## config.mk

```make
export PLATFORM = sky130hd
export DESIGN_NAME = encoder_edge_count_early_stop
export DESIGN_NICKNAME = d
export VERILOG_FILES = /design/src/hdl/ecnt_pkg.sv /design/src/hdl/encoder_edge_count_early_stop.sv
export SDC_FILE = /design/constraint.sdc
export NUM_CORES = 2
export LEC_CHECK = 0
export BUFFER_PORTS_ARGS = -buffer_cell sky130_fd_sc_hd__buf_2
export CORE_ASPECT_RATIO = 0.7
export CORE_MARGIN = 3
export CORE_UTILIZATION = 40
export CTS_BUF_LIST = sky130_fd_sc_hd__clkbuf_4 sky130_fd_sc_hd__clkbuf_8
export DETAILED_ROUTE_END_ITERATION = 10
export PLACE_DENSITY = 0.64
export SYNTH_ARGS = -nofsm -noshare
export SYNTH_HDL_FRONTEND = slang
export SYNTH_SLANG_ARGS = --single-unit
```

## constraint.sdc

```tcl
create_clock -name clk -period 25.7 [get_ports clk]
set_input_delay 0 -clock clk [delete_from_list [all_inputs] [get_ports clk]]
set_output_delay 0 -clock clk [all_outputs]
set_load 0.02 [all_outputs]
```

## src/hdl/ecnt_pkg.sv

```systemverilog
// ----------------------------------------------------------------------------
// Encoder edge counter package
// Word types, register indices, stop causes and default widths shared by the
// encoder edge counter and its checker.
// ----------------------------------------------------------------------------
package ecnt_pkg;

    // Default widths of the internal counters and timers.
    localparam int COUNT_WIDTH_DEFAULT = 16;
    localparam int TIME_WIDTH_DEFAULT  = 32;

    // Widths fixed by the register map and the word fields.
    localparam int CHANNEL_WIDTH = 2;
    localparam int TARGET_WIDTH  = 16;
    localparam int TIMEOUT_WIDTH = 32;
    localparam int WARNING_WIDTH = 24;
    localparam int CFG_WIDTH     = 32;
    localparam int CFG_IDX_WIDTH = 2;
    localparam int EDGES_WIDTH   = 16;
    localparam int CAUSE_WIDTH   = 2;

    // Register indices.
    localparam logic [CFG_IDX_WIDTH-1:0] REG_TRACKED_CHANNEL = 2'd0;
    localparam logic [CFG_IDX_WIDTH-1:0] REG_TARGET_COUNT    = 2'd1;
    localparam logic [CFG_IDX_WIDTH-1:0] REG_TIMEOUT_TICKS   = 2'd2;
    localparam logic [CFG_IDX_WIDTH-1:0] REG_WARNING_TICKS   = 2'd3;

    // Tracked wheel codes.
    localparam logic [CHANNEL_WIDTH-1:0] CHANNEL_LEFT  = 2'd0;
    localparam logic [CHANNEL_WIDTH-1:0] CHANNEL_RIGHT = 2'd1;

    // Stop cause codes.
    localparam logic [CAUSE_WIDTH-1:0] CAUSE_RUNNING = 2'd0;
    localparam logic [CAUSE_WIDTH-1:0] CAUSE_WARNING = 2'd1;
    localparam logic [CAUSE_WIDTH-1:0] CAUSE_TIMEOUT = 2'd2;

    // Register reset values.
    localparam logic [TIMEOUT_WIDTH-1:0] TIMEOUT_RESET = '1;
    localparam logic [WARNING_WIDTH-1:0] WARNING_RESET = WARNING_WIDTH'(40 * 1000);

    typedef struct packed {
        logic begin_req;
        logic left_level;
        logic right_level;
    } in_word_t;

    typedef struct packed {
        logic                   stopped;
        logic [CAUSE_WIDTH-1:0] stop_cause;
        logic [EDGES_WIDTH-1:0] left_edges;
        logic [EDGES_WIDTH-1:0] right_edges;
    } out_word_t;

endpackage

```

## src/hdl/encoder_edge_count_early_stop.sv

```systemverilog
// ----------------------------------------------------------------------------
// Encoder edge counter with early stop
// Counts level changes of two encoder wheels per microsecond tick and stops a
// run on an early warning of the tracked wheel or on timeout.
// ----------------------------------------------------------------------------
// Usage.
// Each input word is one microsecond tick holding both sampled wheel levels
// and a begin flag; begin clears the counts, the timers and any stop before
// the tick itself is handled. Every accepted input word yields exactly one
// output word with the stop flag, the stop cause and both edge counts.
// Both channels use valid and stall; a word moves on a rising edge where
// valid is high and stall is low.
// Results go to the output register, or to the skid register while it holds
// a stalled result. Throughput is one word per cycle while the skid register
// is free; a single pass of logic, whose longest path is the 16 by 24 bit
// product of remaining edges and edge interval, updates the run state.
// When the receiver stalls, the held result stays on out_data and a second
// result is caught in a skid register, so one further word is still taken.
// in_stall rises only while the skid register is occupied.
// Configuration registers are written through cfg_write, cfg_index and
// cfg_data, and must only be changed while the block is idle.
// Reset clears the run state and the valid flags of the output and skid
// registers, and loads the register reset values (timeout all ones, warning
// 40000 ticks).
// ----------------------------------------------------------------------------
module encoder_edge_count_early_stop #(
    parameter int COUNT_WIDTH = ecnt_pkg::COUNT_WIDTH_DEFAULT,
    parameter int TIME_WIDTH  = ecnt_pkg::TIME_WIDTH_DEFAULT
) (
    input  logic                                 clk,
    input  logic                                 rst_n,

    input  logic                                 cfg_write,
    input  logic [ecnt_pkg::CFG_IDX_WIDTH-1:0]   cfg_index,
    input  logic [ecnt_pkg::CFG_WIDTH-1:0]       cfg_data,

    input  logic                                 in_valid,
    output logic                                 in_stall,
    input  ecnt_pkg::in_word_t                   in_data,

    output logic                                 out_valid,
    input  logic                                 out_stall,
    output ecnt_pkg::out_word_t                  out_data
);

    // Comparison widths that cover both the internal counter and the
    // fixed-width register it is compared against.
    localparam int CNT_EXT_WIDTH  = (COUNT_WIDTH > ecnt_pkg::TARGET_WIDTH) ?
                                    COUNT_WIDTH : ecnt_pkg::TARGET_WIDTH;
    localparam int INT_EXT_WIDTH  = (TIME_WIDTH > ecnt_pkg::WARNING_WIDTH) ?
                                    TIME_WIDTH : ecnt_pkg::WARNING_WIDTH;
    localparam int TO_EXT_WIDTH   = (TIME_WIDTH > ecnt_pkg::TIMEOUT_WIDTH) ?
                                    TIME_WIDTH : ecnt_pkg::TIMEOUT_WIDTH;
    localparam int PRODUCT_WIDTH  = ecnt_pkg::TARGET_WIDTH + ecnt_pkg::WARNING_WIDTH;

    localparam logic [COUNT_WIDTH-1:0] COUNT_MAX = '1;
    localparam logic [TIME_WIDTH-1:0]  TIME_MAX  = '1;

    // Configuration registers.
    logic [ecnt_pkg::CHANNEL_WIDTH-1:0] tracked_channel_reg;
    logic [ecnt_pkg::TARGET_WIDTH-1:0]  target_count_reg;
    logic [ecnt_pkg::TIMEOUT_WIDTH-1:0] timeout_ticks_reg;
    logic [ecnt_pkg::WARNING_WIDTH-1:0] warning_ticks_reg;

    // Run state, one entry per wheel where it applies (0 left, 1 right).
    logic [1:0]                          prev_level_reg, prev_level_next;
    logic [1:0][COUNT_WIDTH-1:0]         edge_count_reg, edge_count_next;
    logic [1:0][TIME_WIDTH-1:0]          since_edge_reg, since_edge_next;
    logic [TIME_WIDTH-1:0]               elapsed_reg, elapsed_next;
    logic                                done_reg, done_next;
    logic [ecnt_pkg::CAUSE_WIDTH-1:0]    cause_reg, cause_next;

    // Output register and skid register.
    logic                                out_valid_reg;
    ecnt_pkg::out_word_t                 out_data_reg;
    logic                                skid_valid_reg;
    ecnt_pkg::out_word_t                 skid_data_reg;
    ecnt_pkg::out_word_t                 result;

    logic                                in_take;
    logic                                out_take;

    // Per-wheel working values of the single pass.
    logic [1:0]                          level;
    logic [1:0]                          edge_seen;
    logic [1:0]                          warn_hit;
    logic [1:0][COUNT_WIDTH-1:0]         count_base;
    logic [1:0][COUNT_WIDTH-1:0]         count_inc;
    logic [1:0][TIME_WIDTH-1:0]          interval;
    logic [1:0][CNT_EXT_WIDTH-1:0]       count_ext;
    logic [1:0][INT_EXT_WIDTH-1:0]       interval_ext;
    logic [1:0][ecnt_pkg::TARGET_WIDTH-1:0] remaining;
    logic [1:0][PRODUCT_WIDTH-1:0]       product;
    logic                                run_active;
    logic                                left_warn;
    logic                                right_warn;
    logic [TIME_WIDTH-1:0]               elapsed_inc;
    logic [CNT_EXT_WIDTH-1:0]            left_edges_ext;
    logic [CNT_EXT_WIDTH-1:0]            right_edges_ext;

    assign in_take   = in_valid && !skid_valid_reg;
    assign out_take  = out_valid_reg && !out_stall;
    assign in_stall  = skid_valid_reg;
    assign out_valid = out_valid_reg;
    assign out_data  = out_data_reg;

    assign level = {in_data.right_level, in_data.left_level};

    // A begin clears the run before this tick is handled, so the values the
    // tick works from are either the held state or all zero.
    always_comb
    begin
        run_active  = in_data.begin_req || !done_reg;
        elapsed_inc = in_data.begin_req ? TIME_WIDTH'(1) :
                      (elapsed_reg == TIME_MAX) ? TIME_MAX : elapsed_reg + 1'b1;
        for (int w = 0; w < 2; w++)
        begin
            count_base[w]   = in_data.begin_req ? '0 : edge_count_reg[w];
            edge_seen[w]    = level[w] != (in_data.begin_req ? 1'b0 : prev_level_reg[w]);
            count_inc[w]    = (count_base[w] == COUNT_MAX) ? COUNT_MAX
                                                            : count_base[w] + 1'b1;
            interval[w]     = in_data.begin_req ? TIME_WIDTH'(1) :
                              (since_edge_reg[w] == TIME_MAX) ? TIME_MAX
                                                              : since_edge_reg[w] + 1'b1;
            count_ext[w]    = CNT_EXT_WIDTH'(count_inc[w]);
            interval_ext[w] = INT_EXT_WIDTH'(interval[w]);
            remaining[w]    = target_count_reg
                              - count_ext[w][ecnt_pkg::TARGET_WIDTH-1:0];
            product[w]      = PRODUCT_WIDTH'(remaining[w])
                              * PRODUCT_WIDTH'(interval_ext[w][ecnt_pkg::WARNING_WIDTH-1:0]);
            // At or past the target the remaining count is not positive, so the
            // warning fires outright; an interval above the warning time
            // can never predict a short enough remainder.
            if (count_ext[w] >= CNT_EXT_WIDTH'(target_count_reg))
            begin
                warn_hit[w] = 1'b1;
            end
            else if (interval_ext[w] > INT_EXT_WIDTH'(warning_ticks_reg))
            begin
                warn_hit[w] = 1'b0;
            end
            else
            begin
                warn_hit[w] = product[w] <= PRODUCT_WIDTH'(warning_ticks_reg);
            end
        end
    end

    always_comb
    begin
        prev_level_next = prev_level_reg;
        edge_count_next = edge_count_reg;
        since_edge_next = since_edge_reg;
        elapsed_next    = elapsed_reg;
        done_next       = done_reg;
        cause_next      = cause_reg;
        left_warn       = 1'b0;
        right_warn      = 1'b0;

        if (in_data.begin_req)
        begin
            prev_level_next = '0;
            edge_count_next = '0;
            since_edge_next = '0;
            elapsed_next    = '0;
            done_next       = 1'b0;
            cause_next      = ecnt_pkg::CAUSE_RUNNING;
        end

        if (run_active)
        begin
            elapsed_next    = elapsed_inc;
            since_edge_next = interval;
            prev_level_next = level;

            if (edge_seen[0])
            begin
                edge_count_next[0] = count_inc[0];
                since_edge_next[0] = '0;
                left_warn = warn_hit[0] && (tracked_channel_reg == ecnt_pkg::CHANNEL_LEFT);
            end

            // A left warning ends the tick before the right edge is taken.
            if (edge_seen[1] && !left_warn)
            begin
                edge_count_next[1] = count_inc[1];
                since_edge_next[1] = '0;
                right_warn = warn_hit[1] && (tracked_channel_reg == ecnt_pkg::CHANNEL_RIGHT);
            end

            if (left_warn || right_warn)
            begin
                done_next  = 1'b1;
                cause_next = ecnt_pkg::CAUSE_WARNING;
            end
            else if (TO_EXT_WIDTH'(elapsed_inc) > TO_EXT_WIDTH'(timeout_ticks_reg))
            begin
                done_next  = 1'b1;
                cause_next = ecnt_pkg::CAUSE_TIMEOUT;
            end
        end
    end

    // The reported counts are the low bits of the counters.
    always_comb
    begin
        left_edges_ext     = CNT_EXT_WIDTH'(edge_count_next[0]);
        right_edges_ext    = CNT_EXT_WIDTH'(edge_count_next[1]);
        result.stopped     = done_next;
        result.stop_cause  = cause_next;
        result.left_edges  = left_edges_ext[ecnt_pkg::EDGES_WIDTH-1:0];
        result.right_edges = right_edges_ext[ecnt_pkg::EDGES_WIDTH-1:0];
    end

    always_ff @(posedge clk or negedge rst_n)
    begin
        if (!rst_n)
        begin
            tracked_channel_reg <= ecnt_pkg::CHANNEL_LEFT;
            target_count_reg    <= '0;
            timeout_ticks_reg   <= ecnt_pkg::TIMEOUT_RESET;
            warning_ticks_reg   <= ecnt_pkg::WARNING_RESET;
        end
        else if (cfg_write)
        begin
            unique case (cfg_index)
                ecnt_pkg::REG_TRACKED_CHANNEL:
                    tracked_channel_reg <= cfg_data[ecnt_pkg::CHANNEL_WIDTH-1:0];
                ecnt_pkg::REG_TARGET_COUNT:
                    target_count_reg <= cfg_data[ecnt_pkg::TARGET_WIDTH-1:0];
                ecnt_pkg::REG_TIMEOUT_TICKS:
                    timeout_ticks_reg <= cfg_data[ecnt_pkg::TIMEOUT_WIDTH-1:0];
                ecnt_pkg::REG_WARNING_TICKS:
                    warning_ticks_reg <= cfg_data[ecnt_pkg::WARNING_WIDTH-1:0];
                default:
                    tracked_channel_reg <= tracked_channel_reg;
            endcase
        end
    end

    always_ff @(posedge clk or negedge rst_n)
    begin
        if (!rst_n)
        begin
            prev_level_reg <= '0;
            edge_count_reg <= '0;
            since_edge_reg <= '0;
            elapsed_reg    <= '0;
            done_reg       <= 1'b0;
            cause_reg      <= ecnt_pkg::CAUSE_RUNNING;
        end
        else if (in_take)
        begin
            prev_level_reg <= prev_level_next;
            edge_count_reg <= edge_count_next;
            since_edge_reg <= since_edge_next;
            elapsed_reg    <= elapsed_next;
            done_reg       <= done_next;
            cause_reg      <= cause_next;
        end
    end

    // Output register with a skid register behind it. Input words are only
    // taken while the skid register is free.
    always_ff @(posedge clk or negedge rst_n)
    begin
        if (!rst_n)
        begin
            out_valid_reg  <= 1'b0;
            skid_valid_reg <= 1'b0;
        end
        else if (out_take)
        begin
            out_valid_reg  <= skid_valid_reg || in_take;
            skid_valid_reg <= 1'b0;
        end
        else if (in_take)
        begin
            out_valid_reg  <= 1'b1;
            skid_valid_reg <= out_valid_reg;
        end
    end

    always_ff @(posedge clk)
    begin
        if (out_take)
        begin
            out_data_reg <= skid_valid_reg ? skid_data_reg : result;
        end
        else if (in_take && !out_valid_reg)
        begin
            out_data_reg <= result;
        end

        if (in_take && out_valid_reg && !out_take)
        begin
            skid_data_reg <= result;
        end
    end

endmodule

```

==> results.ini <==
[cells_and_area]
nets = 6207
fill_cells = 10930
largest_reg_flops = 64
fin_area_sq_um = 48390
regArea_sq_um = 7378
layout_commonest_cell = inv_1
mostFrequentLayoutCells = inv_1, nand2_1, fa_1
drive_above_1_share = 0.08516
syn_to_final_growth_pct = 7.664
multi_input_area_sq_um = 33550

[yosys]
synthCells = 5175
yosysSeqAreaShare = 0.1642
ys.flop_type = dfrtp_1
synth_nets = 6218
ys_async_sr_fraction = 0.7491
synth-seq-cells = 279
synth_edf_count = 70
ys_types = 100
yosys_warnings = 0
synth_area_sq_um = 44940
avgSynthCellArea_sq_um = 8.685

[global_routing]
grt_pass1_vias = 37560
grt_antenna_before_repair = 3
grt_start_max_net_pins = 78
grt_pass1_wl_um = 231900
grt_overflow = 0
grt_use_total = 0.2583

[sta]
fin_crit_ns = 15.02
setup_ws_ns = 10.68
worst_pin_slew_ns = 1.236
fin_setup_tns_ns = 0
drv_slew = 0
rsz0062_at_grt = false
whs_ns = 0.04381
max-slew-margin-rel = 0.1754
hold_violations = 0
setup_viol = 0
period_share = 0.5844
fmax_mhz = 66.58
skew_ns = 0.02082

[cts]
cts_setup_buffers = 0
holdBufCountCts = 41
cts_sinks = 279
htreeDepth = 2
post_cts_resized = 0
path_clk_slew_ns = 0.07
cts_buffers = 46
clock_latency_ns = 0.64
clockBufferDepth = 3
tritoncts = done
cts_root_buf = clkbuf_8

[setup_path]
start_kind = register
cp_slowest_cell = nor4_4
critPathBufInv = 5
max_stage_delay_ns = 0.94
r2r_slack_ns = 10.68
required_ns = 26.09
r2r_start = edge_count_reg[0]
cp_common_cell = fa_1
criticalPathCategory = reg -> reg
critPathTopFamily = simple AND/OR/NAND/NOR gates
worst-path-stages = 45
cp.arrival_ns = 15.41
worstPathMaxFanout = 24
rr_worst_depth = 45
startpoint = edge_count_reg[0]
end_kind = register
reg2reg_to = out_data[0]

[placed_design]
globalplace.congestion = 0.9450
placed_cell_area_sq_um = 46960
port_buffers = 78
hpwl_um = 115000
pre_cts_slack_ns = 10.91

[floorplanning]
fp.dieW_um = 406.6
dieArea_sq_um = 116500
die_h_um = 286.4
core-area_sq_um = 111000
num_rows = 102
io_pins = 79
initial_core_util = 0.4048

[power_and_ir_drop]
p_leak_uw = 0.02387
p_comb_frac = 0.622
power_uw = 2739
p_per_area_nw_per_um2 = 56.60
intPower_uw = 1347
ir_drop_mv = 0.06145
pwr-share-seq = 0.221
p_sw_frac = 0.5081
power.share.clock = 0.157
p_sw_uw = 1392

[run]
cap_viol_max_count = 0

[detailed_routing]
ant_nets = 0
wirelength_um = 148800
drtIter0Drc = 3959
drtPass1Iterations = 6
viasPerCell = 5.666
post_drt_wl_per_cell_um = 22.34
vias = 37730
drc = 0

[worst_hold_path]
min_path_type = in -> async

[status]
status = finished, final reports clean

## layout make-up
class | count | area share
Inverter | 877 | 0.06803
Clock inverter | 11 | 0.001448
Clock buffer | 75 | 0.01926
Multi-Input combinational cell | 3773 | 0.6934
Timing Repair Buffer | 187 | 0.02772
Tap cell | 1456 | 0.03765
Sequential cell | 279 | 0.1525
Antenna cell | 1 | 0.00005172
## logic make-up (layout without fill, tap and decap cells)
kind of cell	Yosys count	after routing	synth area share
flip-flops	279	279	0.1642
AND/OR/NAND/NOR	1696	1696	0.1779
other	0	1	0
buffers and inverters	1123	1150	0.09577
AO/OA/AOI/OAI	783	783	0.1178
adder cells (fa/ha/maj)	1004	1004	0.3819
XOR/XNOR	175	175	0.03410
multiplexers	115	115	0.02834
## how the worst max path moves through the flow
stage | endpoint | slack [ns]
2_1_floorplan | skid_data_reg[33] | 13.82
5_1_grt | skid_data_reg[33] | 9.89
6_report | out_data[0] | 10.68
3_3_place_gp | out_data[0] | 11.08
4_1_cts | out_data[0] | 10.85
3_5_place_dp | out_data[0] | 10.91
## through the flow
| stage | utilization | instances |
|---|---|---|
| 2_1_floorplan | - | 5175 |
| 3_3_place_gp | 0.4229 | 6531 |
| 3_5_place_dp | 0.4229 | 6531 |
| 4_1_cts | 0.4358 | 6658 |
| 5_1_grt | 0.4358 | 6658 |
| 6_report | 0.4358 | 6659 |
## power by group through the flow
stage / registers [uW] / logic [uW] / clock network [uW]
2_1_floorplan: 616 / 1050 / 0
3_3_place_gp: 610 / 1620 / 0
3_5_place_dp: 611 / 1640 / 0
4_1_cts: 604 / 1660 / 440
5_1_grt: 613 / 1850 / 456
6_report: 605 / 1700 / 430
## synthesized netlist by cell type, types with 11 or more instances
cell | number | area share
clkbuf_1 | 200 | 0.017
nand3_1 | 94 | 0.010
xnor2_1 | 94 | 0.018
nor4_1 | 28 | 0.0039
o211ai_1 | 35 | 0.0058
o22a_1 | 11 | 0.0021
mux2i_1 | 17 | 0.0038
and2_1 | 110 | 0.015
dfstp_2 | 37 | 0.022
a31oi_1 | 34 | 0.0047
nor2_1 | 317 | 0.026
inv_1 | 876 | 0.073
o21a_1 | 30 | 0.0050
nand2_1 | 747 | 0.062
edfxtp_1 | 70 | 0.047
a21o_1 | 85 | 0.014
o31ai_1 | 19 | 0.0032
a22o_1 | 56 | 0.011
a211oi_1 | 29 | 0.0048
dfrtp_1 | 172 | 0.096
a21oi_1 | 214 | 0.024
mux2_2 | 98 | 0.025
nand2b_1 | 70 | 0.0097
ha_1 | 387 | 0.11
and4_1 | 20 | 0.0039
fa_1 | 614 | 0.27
nor2b_1 | 33 | 0.0046
xor2_1 | 81 | 0.016
o21ai_0 | 114 | 0.013
buf_1 | 28 | 0.0023
nand4_1 | 86 | 0.012
nor3_1 | 68 | 0.0076
or3_1 | 15 | 0.0021
a311oi_1 | 18 | 0.0035
and3_1 | 44 | 0.0061
## per-layer routing
| layer | GRT usage | up-vias | routed length (um) |
|---|---|---|---|
| li1 | - | 16840 | - |
| met1 | 0.3884 | 18800 | 67050 |
| met2 | 0.3539 | 1869 | 58580 |
| met3 | 0.08626 | 216 | 19060 |
| met4 | 0.05945 | 4 | 4037 |
| met5 | 0 | - | 26 |
No activity file was read; power rests on OpenSTA's default activity.
